[src/rtl/core/websocket_frame_deframer_unmasker_assert.svh]
// ----------------------------------------------------------------------------
// WebSocket deframer assertion macros
// Shorthand for the clocked, reset-qualified checks used in the RTL.
// ----------------------------------------------------------------------------
`ifndef WEBSOCKET_FRAME_DEFRAMER_UNMASKER_ASSERT_SVH
`define WEBSOCKET_FRAME_DEFRAMER_UNMASKER_ASSERT_SVH

// same-cycle implication
`define WSD_ASSERT_NOW(label, clk, rst, ante, cons, msg) \
   label: assert property (@(posedge clk) disable iff (rst) (ante) |-> (cons)) \
      else $error(msg);

// next-cycle implication
`define WSD_ASSERT_NEXT(label, clk, rst, ante, cons, msg) \
   label: assert property (@(posedge clk) disable iff (rst) (ante) |=> (cons)) \
      else $error(msg);

`endif

[src/rtl/core/wsd_pkg.sv]
// ----------------------------------------------------------------------------
// wsd_pkg
// Shared types and constants of the WebSocket frame deframer and unmasker.
// ----------------------------------------------------------------------------
package wsd_pkg;

   // configuration register indexes
   localparam int unsigned CSR_INDEX_WIDTH = 4;
   localparam logic [CSR_INDEX_WIDTH-1:0] CSR_FRAME_LIMIT   = 4'd0;
   localparam logic [CSR_INDEX_WIDTH-1:0] CSR_EXPECT_MASKED = 4'd1;

   localparam int unsigned FRAME_LIMIT_WIDTH = 31;
   localparam logic [FRAME_LIMIT_WIDTH-1:0] FRAME_LIMIT_RESET = 31'd65535;

   // header decoding constants
   localparam logic [6:0]  LEN_CODE_EXT16   = 7'd126;
   localparam logic [6:0]  LEN_CODE_EXT64   = 7'd127;
   localparam logic [3:0]  EXT16_BYTES      = 4'd2;
   localparam logic [3:0]  EXT64_BYTES      = 4'd8;
   localparam logic [3:0]  BASE_HDR_BYTES   = 4'd2;
   localparam logic [3:0]  MASK_KEY_BYTES   = 4'd4;
   localparam logic [63:0] SHORT_LEN_MAX    = 64'd125;
   localparam logic [63:0] EXT16_LEN_MAX    = 64'hffff;

   // parser phase, one-hot
   typedef enum logic [4:0] {
      PH_FIRST = 5'b00001,
      PH_LEN   = 5'b00010,
      PH_EXT   = 5'b00100,
      PH_KEY   = 5'b01000,
      PH_DATA  = 5'b10000
   } phase_type;

   // one result word
   typedef struct packed {
      logic        is_header;
      logic [7:0]  data_byte;
      logic        fin;
      logic [2:0]  rsv_bits;
      logic [3:0]  opcode;
      logic        masked;
      logic [63:0] payload_length;
      logic        last;
      logic        length_violation;
      logic        oversize;
      logic        mask_mismatch;
   } rsp_type;

endpackage

[src/rtl/core/wsd_in_reg.sv]
// ----------------------------------------------------------------------------
// wsd_in_reg
// Input register: captures one stream byte and holds it until the parser
// consumes it.
// ----------------------------------------------------------------------------
module wsd_in_reg
   import wsd_pkg::*;
(
   input  logic       clock,
   input  logic       reset,
   input  logic       req_valid,
   output logic       req_ready,
   input  logic [7:0] req_stream_byte,
   input  logic       take,
   output logic       in_valid,
   output logic [7:0] in_byte
);

   logic       valid_ff, valid_in;
   logic [7:0] byte_ff, byte_in;

   // free when empty or being consumed this cycle
   assign req_ready = !valid_ff || take;

   always_comb begin
      valid_in = valid_ff;
      byte_in  = byte_ff;
      if (req_ready) begin
         valid_in = req_valid;
         byte_in  = req_stream_byte;
      end
   end

   always_ff @(posedge clock) begin
      if (reset) begin
         valid_ff <= 1'b0;
      end else begin
         valid_ff <= valid_in;
      end
      byte_ff <= byte_in;
   end

   assign in_valid = valid_ff;
   assign in_byte  = byte_ff;

endmodule

[src/rtl/core/wsd_parser.sv]
// ----------------------------------------------------------------------------
// wsd_parser
// Frame state machine: walks the header, collects length and mask key,
// unmasks payload bytes and builds the result word for the output register.
// ----------------------------------------------------------------------------
`include "websocket_frame_deframer_unmasker_assert.svh"

module wsd_parser
   import wsd_pkg::*;
(
   input  logic                         clock,
   input  logic                         reset,
   input  logic                         step,
   input  logic [7:0]                   in_byte,
   input  logic [FRAME_LIMIT_WIDTH-1:0] frame_limit,
   input  logic                         expect_masked,
   output logic                         res_valid,
   output rsp_type                      res
);

   phase_type   phase_ff, phase_in;
   logic [7:0]  first_hdr_ff, first_hdr_in;
   logic        mask_flag_ff, mask_flag_in;
   logic [3:0]  ext_left_ff, ext_left_in;
   logic [3:0]  ext_size_ff, ext_size_in;
   logic [63:0] length_ff, length_in;
   logic [31:0] mask_key_ff, mask_key_in;
   logic [63:0] payload_left_ff, payload_left_in;
   logic [1:0]  key_index_ff, key_index_in;
   logic        drop_ff, drop_in;

   logic                         hdr_done;
   logic                         data_emit;
   logic                         data_last;
   logic [7:0]                   key_byte;
   logic [3:0]                   hdr_bytes;
   logic [FRAME_LIMIT_WIDTH-1:0] room;
   logic                         over;
   logic                         empty;
   logic                         violation;

   // next state and result
   always_comb begin
      phase_in        = phase_ff;
      first_hdr_in    = first_hdr_ff;
      mask_flag_in    = mask_flag_ff;
      ext_left_in     = ext_left_ff;
      ext_size_in     = ext_size_ff;
      length_in       = length_ff;
      mask_key_in     = mask_key_ff;
      payload_left_in = payload_left_ff;
      key_index_in    = key_index_ff;
      drop_in         = drop_ff;
      hdr_done        = 1'b0;
      data_emit       = 1'b0;
      data_last       = 1'b0;

      // key byte 0 is the first key byte received (top of the word)
      unique case (key_index_ff)
         2'd0:    key_byte = mask_key_ff[31:24];
         2'd1:    key_byte = mask_key_ff[23:16];
         2'd2:    key_byte = mask_key_ff[15:8];
         default: key_byte = mask_key_ff[7:0];
      endcase

      if (step) begin
         unique case (phase_ff)
            PH_FIRST: begin
               first_hdr_in    = in_byte;
               mask_flag_in    = 1'b0;
               length_in       = '0;
               ext_size_in     = '0;
               ext_left_in     = '0;
               mask_key_in     = '0;
               key_index_in    = '0;
               payload_left_in = '0;
               drop_in         = 1'b0;
               phase_in        = PH_LEN;
            end
            PH_LEN: begin
               mask_flag_in = in_byte[7];
               if (in_byte[6:0] == LEN_CODE_EXT16 || in_byte[6:0] == LEN_CODE_EXT64) begin
                  ext_size_in = (in_byte[6:0] == LEN_CODE_EXT16) ? EXT16_BYTES : EXT64_BYTES;
                  ext_left_in = ext_size_in;
                  length_in   = '0;
                  phase_in    = PH_EXT;
               end else begin
                  length_in = {57'd0, in_byte[6:0]};
                  if (in_byte[7]) begin
                     phase_in     = PH_KEY;
                     key_index_in = '0;
                  end else begin
                     hdr_done = 1'b1;
                  end
               end
            end
            PH_EXT: begin
               // big-endian length, one byte a step
               length_in   = {length_ff[55:0], in_byte};
               ext_left_in = ext_left_ff - 4'd1;
               if (ext_left_in == 4'd0) begin
                  if (mask_flag_ff) begin
                     phase_in     = PH_KEY;
                     key_index_in = '0;
                  end else begin
                     hdr_done = 1'b1;
                  end
               end
            end
            PH_KEY: begin
               mask_key_in = {mask_key_ff[23:0], in_byte};
               if (key_index_ff != 2'd3) begin
                  key_index_in = key_index_ff + 2'd1;
               end else begin
                  hdr_done = 1'b1;
               end
            end
            PH_DATA: begin
               key_index_in    = key_index_ff + 2'd1;
               payload_left_in = payload_left_ff - 64'd1;
               data_last       = (payload_left_in == 64'd0);
               if (data_last) begin
                  phase_in = PH_FIRST;
               end
               data_emit = !drop_ff;
            end
            default: begin
               phase_in = PH_FIRST;
            end
         endcase
      end

      // size check against the limit: header bytes plus payload length
      hdr_bytes = BASE_HDR_BYTES + ext_size_in + (mask_flag_in ? MASK_KEY_BYTES : 4'd0);
      room      = frame_limit - {27'd0, hdr_bytes};
      over      = (frame_limit < {27'd0, hdr_bytes}) || (|length_in[63:31])
                  || (length_in[30:0] > room);
      empty     = (length_in == 64'd0);
      violation = (ext_size_in == EXT16_BYTES && length_in <= SHORT_LEN_MAX)
                  || (ext_size_in == EXT64_BYTES && length_in <= EXT16_LEN_MAX);

      if (hdr_done) begin
         key_index_in = '0;
         if (empty) begin
            phase_in = PH_FIRST;
         end else begin
            payload_left_in = length_in;
            drop_in         = over;
            phase_in        = PH_DATA;
         end
      end

      // result word
      res_valid            = hdr_done || data_emit;
      res.is_header        = hdr_done;
      res.data_byte        = hdr_done ? 8'd0 : (in_byte ^ key_byte);
      res.fin              = first_hdr_in[7];
      res.rsv_bits         = first_hdr_in[6:4];
      res.opcode           = first_hdr_in[3:0];
      res.masked           = mask_flag_in;
      res.payload_length   = length_in;
      res.last             = hdr_done ? empty : data_last;
      res.length_violation = violation;
      res.oversize         = hdr_done && over;
      res.mask_mismatch    = mask_flag_in ^ expect_masked;
   end

   always_ff @(posedge clock) begin
      if (reset) begin
         phase_ff        <= PH_FIRST;
         first_hdr_ff    <= '0;
         mask_flag_ff    <= 1'b0;
         ext_left_ff     <= '0;
         ext_size_ff     <= '0;
         length_ff       <= '0;
         mask_key_ff     <= '0;
         payload_left_ff <= '0;
         key_index_ff    <= '0;
         drop_ff         <= 1'b0;
      end else begin
         phase_ff        <= phase_in;
         first_hdr_ff    <= first_hdr_in;
         mask_flag_ff    <= mask_flag_in;
         ext_left_ff     <= ext_left_in;
         ext_size_ff     <= ext_size_in;
         length_ff       <= length_in;
         mask_key_ff     <= mask_key_in;
         payload_left_ff <= payload_left_in;
         key_index_ff    <= key_index_in;
         drop_ff         <= drop_in;
      end
   end

   // last payload byte returns to the first header byte
   `WSD_ASSERT_NEXT(a_last_byte_ends_frame, clock, reset, step && phase_ff == PH_DATA && payload_left_ff == 64'd1, phase_ff == PH_FIRST, "frame did not end on last payload byte")
   // an oversize frame with payload goes on to drop it
   `WSD_ASSERT_NEXT(a_oversize_drops, clock, reset, res_valid && res.is_header && res.oversize && !res.last, drop_ff && phase_ff == PH_DATA, "oversize frame payload not dropped")
   // no result at all while dropping payload
   `WSD_ASSERT_NOW(a_no_result_when_dropping, clock, reset, drop_ff && phase_ff == PH_DATA, !res_valid, "result given for dropped payload")

endmodule

[src/rtl/core/wsd_out_reg.sv]
// ----------------------------------------------------------------------------
// wsd_out_reg
// Result register: holds one result word until the consumer takes it and
// tells the parser whether a new word can be written.
// ----------------------------------------------------------------------------
module wsd_out_reg
   import wsd_pkg::*;
(
   input  logic    clock,
   input  logic    reset,
   input  logic    load,
   input  rsp_type load_word,
   output logic    room_free,
   output logic    rsp_valid,
   input  logic    rsp_ready,
   output rsp_type rsp_word
);

   logic    valid_ff, valid_in;
   rsp_type word_ff, word_in;

   // slot is free when empty or being taken this cycle
   assign room_free = !valid_ff || rsp_ready;

   always_comb begin
      valid_in = valid_ff;
      word_in  = word_ff;
      if (room_free) begin
         valid_in = load;
         word_in  = load_word;
      end
   end

   always_ff @(posedge clock) begin
      if (reset) begin
         valid_ff <= 1'b0;
      end else begin
         valid_ff <= valid_in;
      end
      word_ff <= word_in;
   end

   assign rsp_valid = valid_ff;
   assign rsp_word  = word_ff;

endmodule

[src/rtl/core/websocket_frame_deframer_unmasker.sv]
// ----------------------------------------------------------------------------
// websocket_frame_deframer_unmasker
// Parses WebSocket frames one byte per word, gives a header event and one
// unmasked word per payload byte that is not dropped.
// ----------------------------------------------------------------------------
// An accepted byte passes the input register, then the result register, before
// its result reaches the ports; a full result slot holds the byte back.
// Throughput: one byte per cycle while the result slot is free or being taken.
// Header bytes before the last give no result; dropped payload gives none.
// Reset: synchronous, active high; parser waits for a first header byte,
// frame_limit returns to 65535 and expect_masked to 0.
module websocket_frame_deframer_unmasker
   import wsd_pkg::*;
(
   input  logic                         clock,
   input  logic                         reset,
   // input stream
   input  logic                         req_valid,
   output logic                         req_ready,
   input  logic [7:0]                   req_stream_byte,
   // results
   output logic                         rsp_valid,
   input  logic                         rsp_ready,
   output logic                         rsp_is_header,
   output logic [7:0]                   rsp_data_byte,
   output logic                         rsp_fin,
   output logic [2:0]                   rsp_rsv_bits,
   output logic [3:0]                   rsp_opcode,
   output logic                         rsp_masked,
   output logic [63:0]                  rsp_payload_length,
   output logic                         rsp_last,
   output logic                         rsp_length_violation,
   output logic                         rsp_oversize,
   output logic                         rsp_mask_mismatch,
   // configuration writes
   input  logic                         csr_write_enable,
   input  logic [CSR_INDEX_WIDTH-1:0]   csr_index,
   input  logic [FRAME_LIMIT_WIDTH-1:0] csr_write_data
);

   logic [FRAME_LIMIT_WIDTH-1:0] frame_limit_ff, frame_limit_in;
   logic                         expect_masked_ff, expect_masked_in;

   logic       in_valid;
   logic [7:0] in_byte;
   logic       room_free;
   logic       step;
   logic       res_valid;
   rsp_type    res;
   rsp_type    rsp_word;

   // configuration registers
   always_comb begin
      frame_limit_in   = frame_limit_ff;
      expect_masked_in = expect_masked_ff;
      if (csr_write_enable) begin
         unique case (csr_index)
            CSR_FRAME_LIMIT:   frame_limit_in   = csr_write_data;
            CSR_EXPECT_MASKED: expect_masked_in = csr_write_data[0];
            default: begin
            end
         endcase
      end
   end

   always_ff @(posedge clock) begin
      if (reset) begin
         frame_limit_ff   <= FRAME_LIMIT_RESET;
         expect_masked_ff <= 1'b0;
      end else begin
         frame_limit_ff   <= frame_limit_in;
         expect_masked_ff <= expect_masked_in;
      end
   end

   // parser advances whenever a byte waits and the result slot is free
   assign step = in_valid && room_free;

   wsd_in_reg u_in_reg (
      .clock           (clock),
      .reset           (reset),
      .req_valid       (req_valid),
      .req_ready       (req_ready),
      .req_stream_byte (req_stream_byte),
      .take            (step),
      .in_valid        (in_valid),
      .in_byte         (in_byte)
   );

   wsd_parser u_parser (
      .clock         (clock),
      .reset         (reset),
      .step          (step),
      .in_byte       (in_byte),
      .frame_limit   (frame_limit_ff),
      .expect_masked (expect_masked_ff),
      .res_valid     (res_valid),
      .res           (res)
   );

   wsd_out_reg u_out_reg (
      .clock     (clock),
      .reset     (reset),
      .load      (res_valid),
      .load_word (res),
      .room_free (room_free),
      .rsp_valid (rsp_valid),
      .rsp_ready (rsp_ready),
      .rsp_word  (rsp_word)
   );

   // result word onto the ports
   assign rsp_is_header        = rsp_word.is_header;
   assign rsp_data_byte        = rsp_word.data_byte;
   assign rsp_fin              = rsp_word.fin;
   assign rsp_rsv_bits         = rsp_word.rsv_bits;
   assign rsp_opcode           = rsp_word.opcode;
   assign rsp_masked           = rsp_word.masked;
   assign rsp_payload_length   = rsp_word.payload_length;
   assign rsp_last             = rsp_word.last;
   assign rsp_length_violation = rsp_word.length_violation;
   assign rsp_oversize         = rsp_word.oversize;
   assign rsp_mask_mismatch    = rsp_word.mask_mismatch;

endmodule
[config.mk]
export PLATFORM = sky130hd
export DESIGN_NAME = websocket_frame_deframer_unmasker
export DESIGN_NICKNAME = d
export VERILOG_FILES = /design/src/rtl/core/wsd_pkg.sv /design/src/rtl/core/wsd_in_reg.sv /design/src/rtl/core/wsd_parser.sv /design/src/rtl/core/wsd_out_reg.sv /design/src/rtl/core/websocket_frame_deframer_unmasker.sv
export VERILOG_INCLUDE_DIRS = /design/src /design/src/rtl/core
export SDC_FILE = /design/constraint.sdc
export NUM_CORES = 1
export LEC_CHECK = 0
export BUFFER_PORTS_ARGS = -buffer_cell sky130_fd_sc_hd__buf_2
export CAP_MARGIN = 20
export CORE_ASPECT_RATIO = 0.9
export CORE_MARGIN = 4
export CORE_UTILIZATION = 36
export CTS_CLUSTER_DIAMETER = 40
export CTS_CLUSTER_SIZE = 10
export DETAILED_ROUTE_END_ITERATION = 8
export PLACE_DENSITY_LB_ADDON = 0.2
export SLEW_MARGIN = 10
export SYNTH_ARGS = -nofsm -noshare
export SYNTH_HDL_FRONTEND = slang
export SYNTH_HIERARCHICAL = 1
export SYNTH_SLANG_ARGS = --single-unit
export TNS_END_PERCENT = 5
[constraint.sdc]
create_clock -name clock -period 8.25 [get_ports clock]
set_input_delay 0.4125 -clock clock [delete_from_list [all_inputs] [get_ports clock]]
set_output_delay 0.4125 -clock clock [all_outputs]
set_load 0.02 [all_outputs]
==> results by group <==
Synth
  – Synth Area in Simple Gates: 0.216
  – Main combinational cell family by area after synthesis: simple AND/OR/NAND/NOR gates
  – Synth Area in Adders: 0.0382
  – FFs w/ async S/R, synth: 0
  – Synth Warn #: 6
  – Top FF cell, synth: dfxtp_1
  – Post-Synth XOR/XNOR Area: 0.0394
  – Net Count, Synth: 1839
  – Cell count after synthesis: 1744
  – Post-synth EDFFs: 94
  – Post-synthesis mux area share: 0.0273
  – Synth unique cells: 79
  – Synthesized area: 0.0158 mm2
  – #FFs+latches synth: 313
  – Synth Area in Compound Gates: 0.169
  – Mean Syn Cell Area: 9.06 um2
  – Share of the yosys chip area belonging to registers: 0.456

Clocking
  – Clock Path Buffers: 3
  – Skew-Pair Late Insertion Delay: 0.58 ns
  – CTS tree: built
  – Cts bufs inserted: 50
  – CTS H-tree depth: 2
  – Post-CTS setup buffer count: 0
  – Clock Sinks: 313
  – Clock transition at path regs: 0.05 ns
  – Hold Buf Count CTS: 6
  – Post_cts resized: 0
  – CTS Root Cell: clkbuf_16

Timing
  – Worst hold slack: 0.0326 ns
  – Slew Viols, Final: 0
  – Achievable Freq: 144 MHz
  – Setup TNS: 0 ns
  – Slew margin rel.: 0.294
  – Final Hold Fails: 0
  – Worst Clk Skew: 0.0271 ns
  – Final setup violation count: 0
  – RSZ-0062 raised after global routing: no
  – Worst-Margin Slew: 1.05 ns
  – Period utilisation layout: 0.839
  – Min cycle time layout: 6.93 ns

Global route
  – Grt total ovfl: 0
  – Pin count of the biggest net entering global routing: 128
  – Global-route wire length before repair: 76200 um
  – Initial antenna violation count: 0
  – Vias in the first global route: 13100
  – Overall Global Routing Usage: 0.201

Layout
  – Non-filler cells, final: 2426
  – Final instance area: 0.0185 mm2
  – Util after Layout: 0.428
  – Share of cells above drive strength 1: 0.143
  – Ant. Diodes: 0
  – Final Net Count: 1925
  – Synthesis-to-finish area growth: 17.0%

Worst setup path
  – Required time worst endpoint: 8.55 ns
  – Critical path class: flip-flop to flip-flop
  – Most used cell, CP: nor4_1
  – Maximum fanout along the worst path: 38
  – Crit. End Element: flip-flop
  – CP max-delay cell: nor4_1
  – Slowest stage delay, CP: 0.60 ns
  – Crit-path cells: nand2b_4, and2_1, buf_4, nor3b_1, nand3b_1, a32o_1, fa_1, inv_1, ha_1, inv_1, o21bai_1, a2111o_1, nor4_1, nand3_1, nor4_1, xnor2_1, ha_1, nand4_1, nor4_1, nand3_1, and2_0, a221oi_1, nor2_1
  – Reg2reg start: u_out_reg/rsp_valid$_SDFFE_PP0P_
  – Critical path arrival: 7.23 ns
  – Worst setup SP type: flip-flop
  – Worst setup startpoint: u_out_reg/rsp_valid$_SDFFE_PP0P_

Min path
  – Min-delay src: req_stream_byte[1]
  – Hold Crit Class: primary input to flip-flop

Drt
  – Length of the first detailed-routing pass in iterations: 8
  – Remaining DRCs: 0
  – ANT nets after route: 0
  – Final wirelength: 49100 um
  – DR WL/cell: 20.2 um
  – DR iter-0 viols: 1284
  – DR vias: 13600
  – Vias per cell: 5.61

Status
  – Status: completed

Floorplan
  – IO Pins: 136
  – Die Wd: 229 um
  – Starting density of the core: 0.366
  – Die Y: 207 um
  – Core area: 0.0432 mm2
  – DIE AREA: 0.0473 mm2
  – Row Count: 72

Power and ir drop
  – Static Leak: 0.00781 uW
  – Worst VDD drop: 0.136 mV
  – Power Density: 207 mW/mm2

Placement
  – Number of buffer cells added on primary ports: 135
  – Area of placed instances: 0.0168 mm2
  – Gpl congestion: 0.895
  – Post-Place Cells: 2327
  – Post-DP HPWL: 34300 um

Run
  – Number of max-cap violations: 0
-- cells in the final DEF, fill, tap and decap left out, types with 51 or more instances in the layout --
master and n:
nand2_1 140, a22oi_1 64, dfxtp_1 219, a211oi_1 100
nor3_1 66, buf_2 134, clkbuf_16 51, nand3_1 54
xnor2_1 53, nor2_1 207, o21ai_0 78, edfxtp_1 94
a21oi_1 67, inv_1 81
-- where the power goes --
part | switching (uW) | total (uW) | internal, uW | leakage [uW]
Combinational | 106 | 157 | 50.2 | 0.00412
Sequential | 17.9 | 1620 | 1600 | 0.00289
Clock | 759 | 2060 | 1300 | 0.000796
Total | 883 | 3830 | 2950 | 0.00781
-- stage by stage --
step	setup slack (ns)	power [uW]
4_1_cts	1.25	3880
3_3_place_gp	1.18	1800
5_1_grt	0.714	3960
2_1_floorplan	1.70	1740
6_report	1.32	3830
3_5_place_dp	1.07	1800
-- cell families (layout without fill, tap and decap cells) --
| group | Yosys count | after routing |
|---|---|---|
| muxes | 42 | 42 |
| and+or+nand+nor | 675 | 675 |
| xor gates and xnor gates | 71 | 71 |
| buffers and inverters | 204 | 331 |
| DFF | 313 | 313 |
| AOI/OAI and AO/OA | 392 | 392 |
| adders and majority gates | 47 | 47 |
-- synth_stat cells (all sizes together) (36+ instances only) --
cell	count	area, um2
a22oi	64	480
o21ai	79	395
a21oi	69	353
ha	45	563
edfxtp	94	2820
buf	36	230
nand3	55	288
xnor2	53	464
clkbuf	86	323
nor3	69	360
nand2	142	533
nor2	208	781
nor4	48	358
a211oi	100	751
inv	82	308
dfxtp	219	4380
-- per-layer routing --
| metal | wire length, um | GRT usage | vias up | part of all wire |
|---|---|---|---|---|
| li1 | - | - | 6555 | - |
| met1 | 23700 | 0.289 | 6520 | 0.48 |
| met2 | 21200 | 0.312 | 471 | 0.43 |
| met3 | 3080 | 0.0361 | 72 | 0.063 |
| met4 | 1090 | 0.0578 | 0 | 0.022 |
| met5 | 0 | 0 | - | 0 |
-- worst max-delay path, delay by kind of cell (launching register included) --
kind                     cells  cell delay [ns]
XOR/XNOR                     1             0.11
buffers and inverters        3             0.34
flip-flops                   1             0.33
AO/OA/AOI/OAI                4             1.25
adder cells (fa/ha/maj)      3             1.17
AND/OR/NAND/NOR             12             3.43
-- state kept, by name, summed over array words and instances, names as in the netlist --
name,flops
u_out_reg/rsp_word,86
u_parser/length_ff,64
u_parser/payload_left_ff,64
u_parser/mask_key_ff,32
frame_limit_ff,31
u_in_reg/in_byte,8
u_parser/first_hdr_ff,8
u_parser/phase_ff,5
u_parser/ext_left_ff,4
u_parser/ext_size_ff,4
u_parser/key_index_ff,2
expect_masked_ff,1
u_in_reg/in_valid,1
u_out_reg/rsp_valid,1
u_parser/drop_ff,1
u_parser/mask_flag_ff,1
-- final cells by class --
| type | instances | area [um2] |
|---|---|---|
| clock buffers | 65 | 1360 |
| clock inverters | 28 | 303 |
| well taps | 555 | 694 |
| repair buffers | 156 | 855 |
| multi-input cells | 1227 | 7750 |
| fillers | 4242 | 24700 |
| flip-flops and latches | 313 | 7210 |
| inverters | 82 | 308 |
-- worst paths after layout --
check	end	slack (ns)	cells after the start
hold reg to reg	u_parser/mask_key_ff[15]$_SDFFE_PP0P_	0.47	2
hold / removal	u_in_reg/in_byte[1]$_DFFE_PP_	0.03	1
setup / recovery	u_out_reg/rsp_word[1]$_DFFE_PP_	1.32	23
setup reg to reg	u_out_reg/rsp_word[1]$_DFFE_PP_	1.32	23
Note: power is estimated with default switching activity, not from simulation.
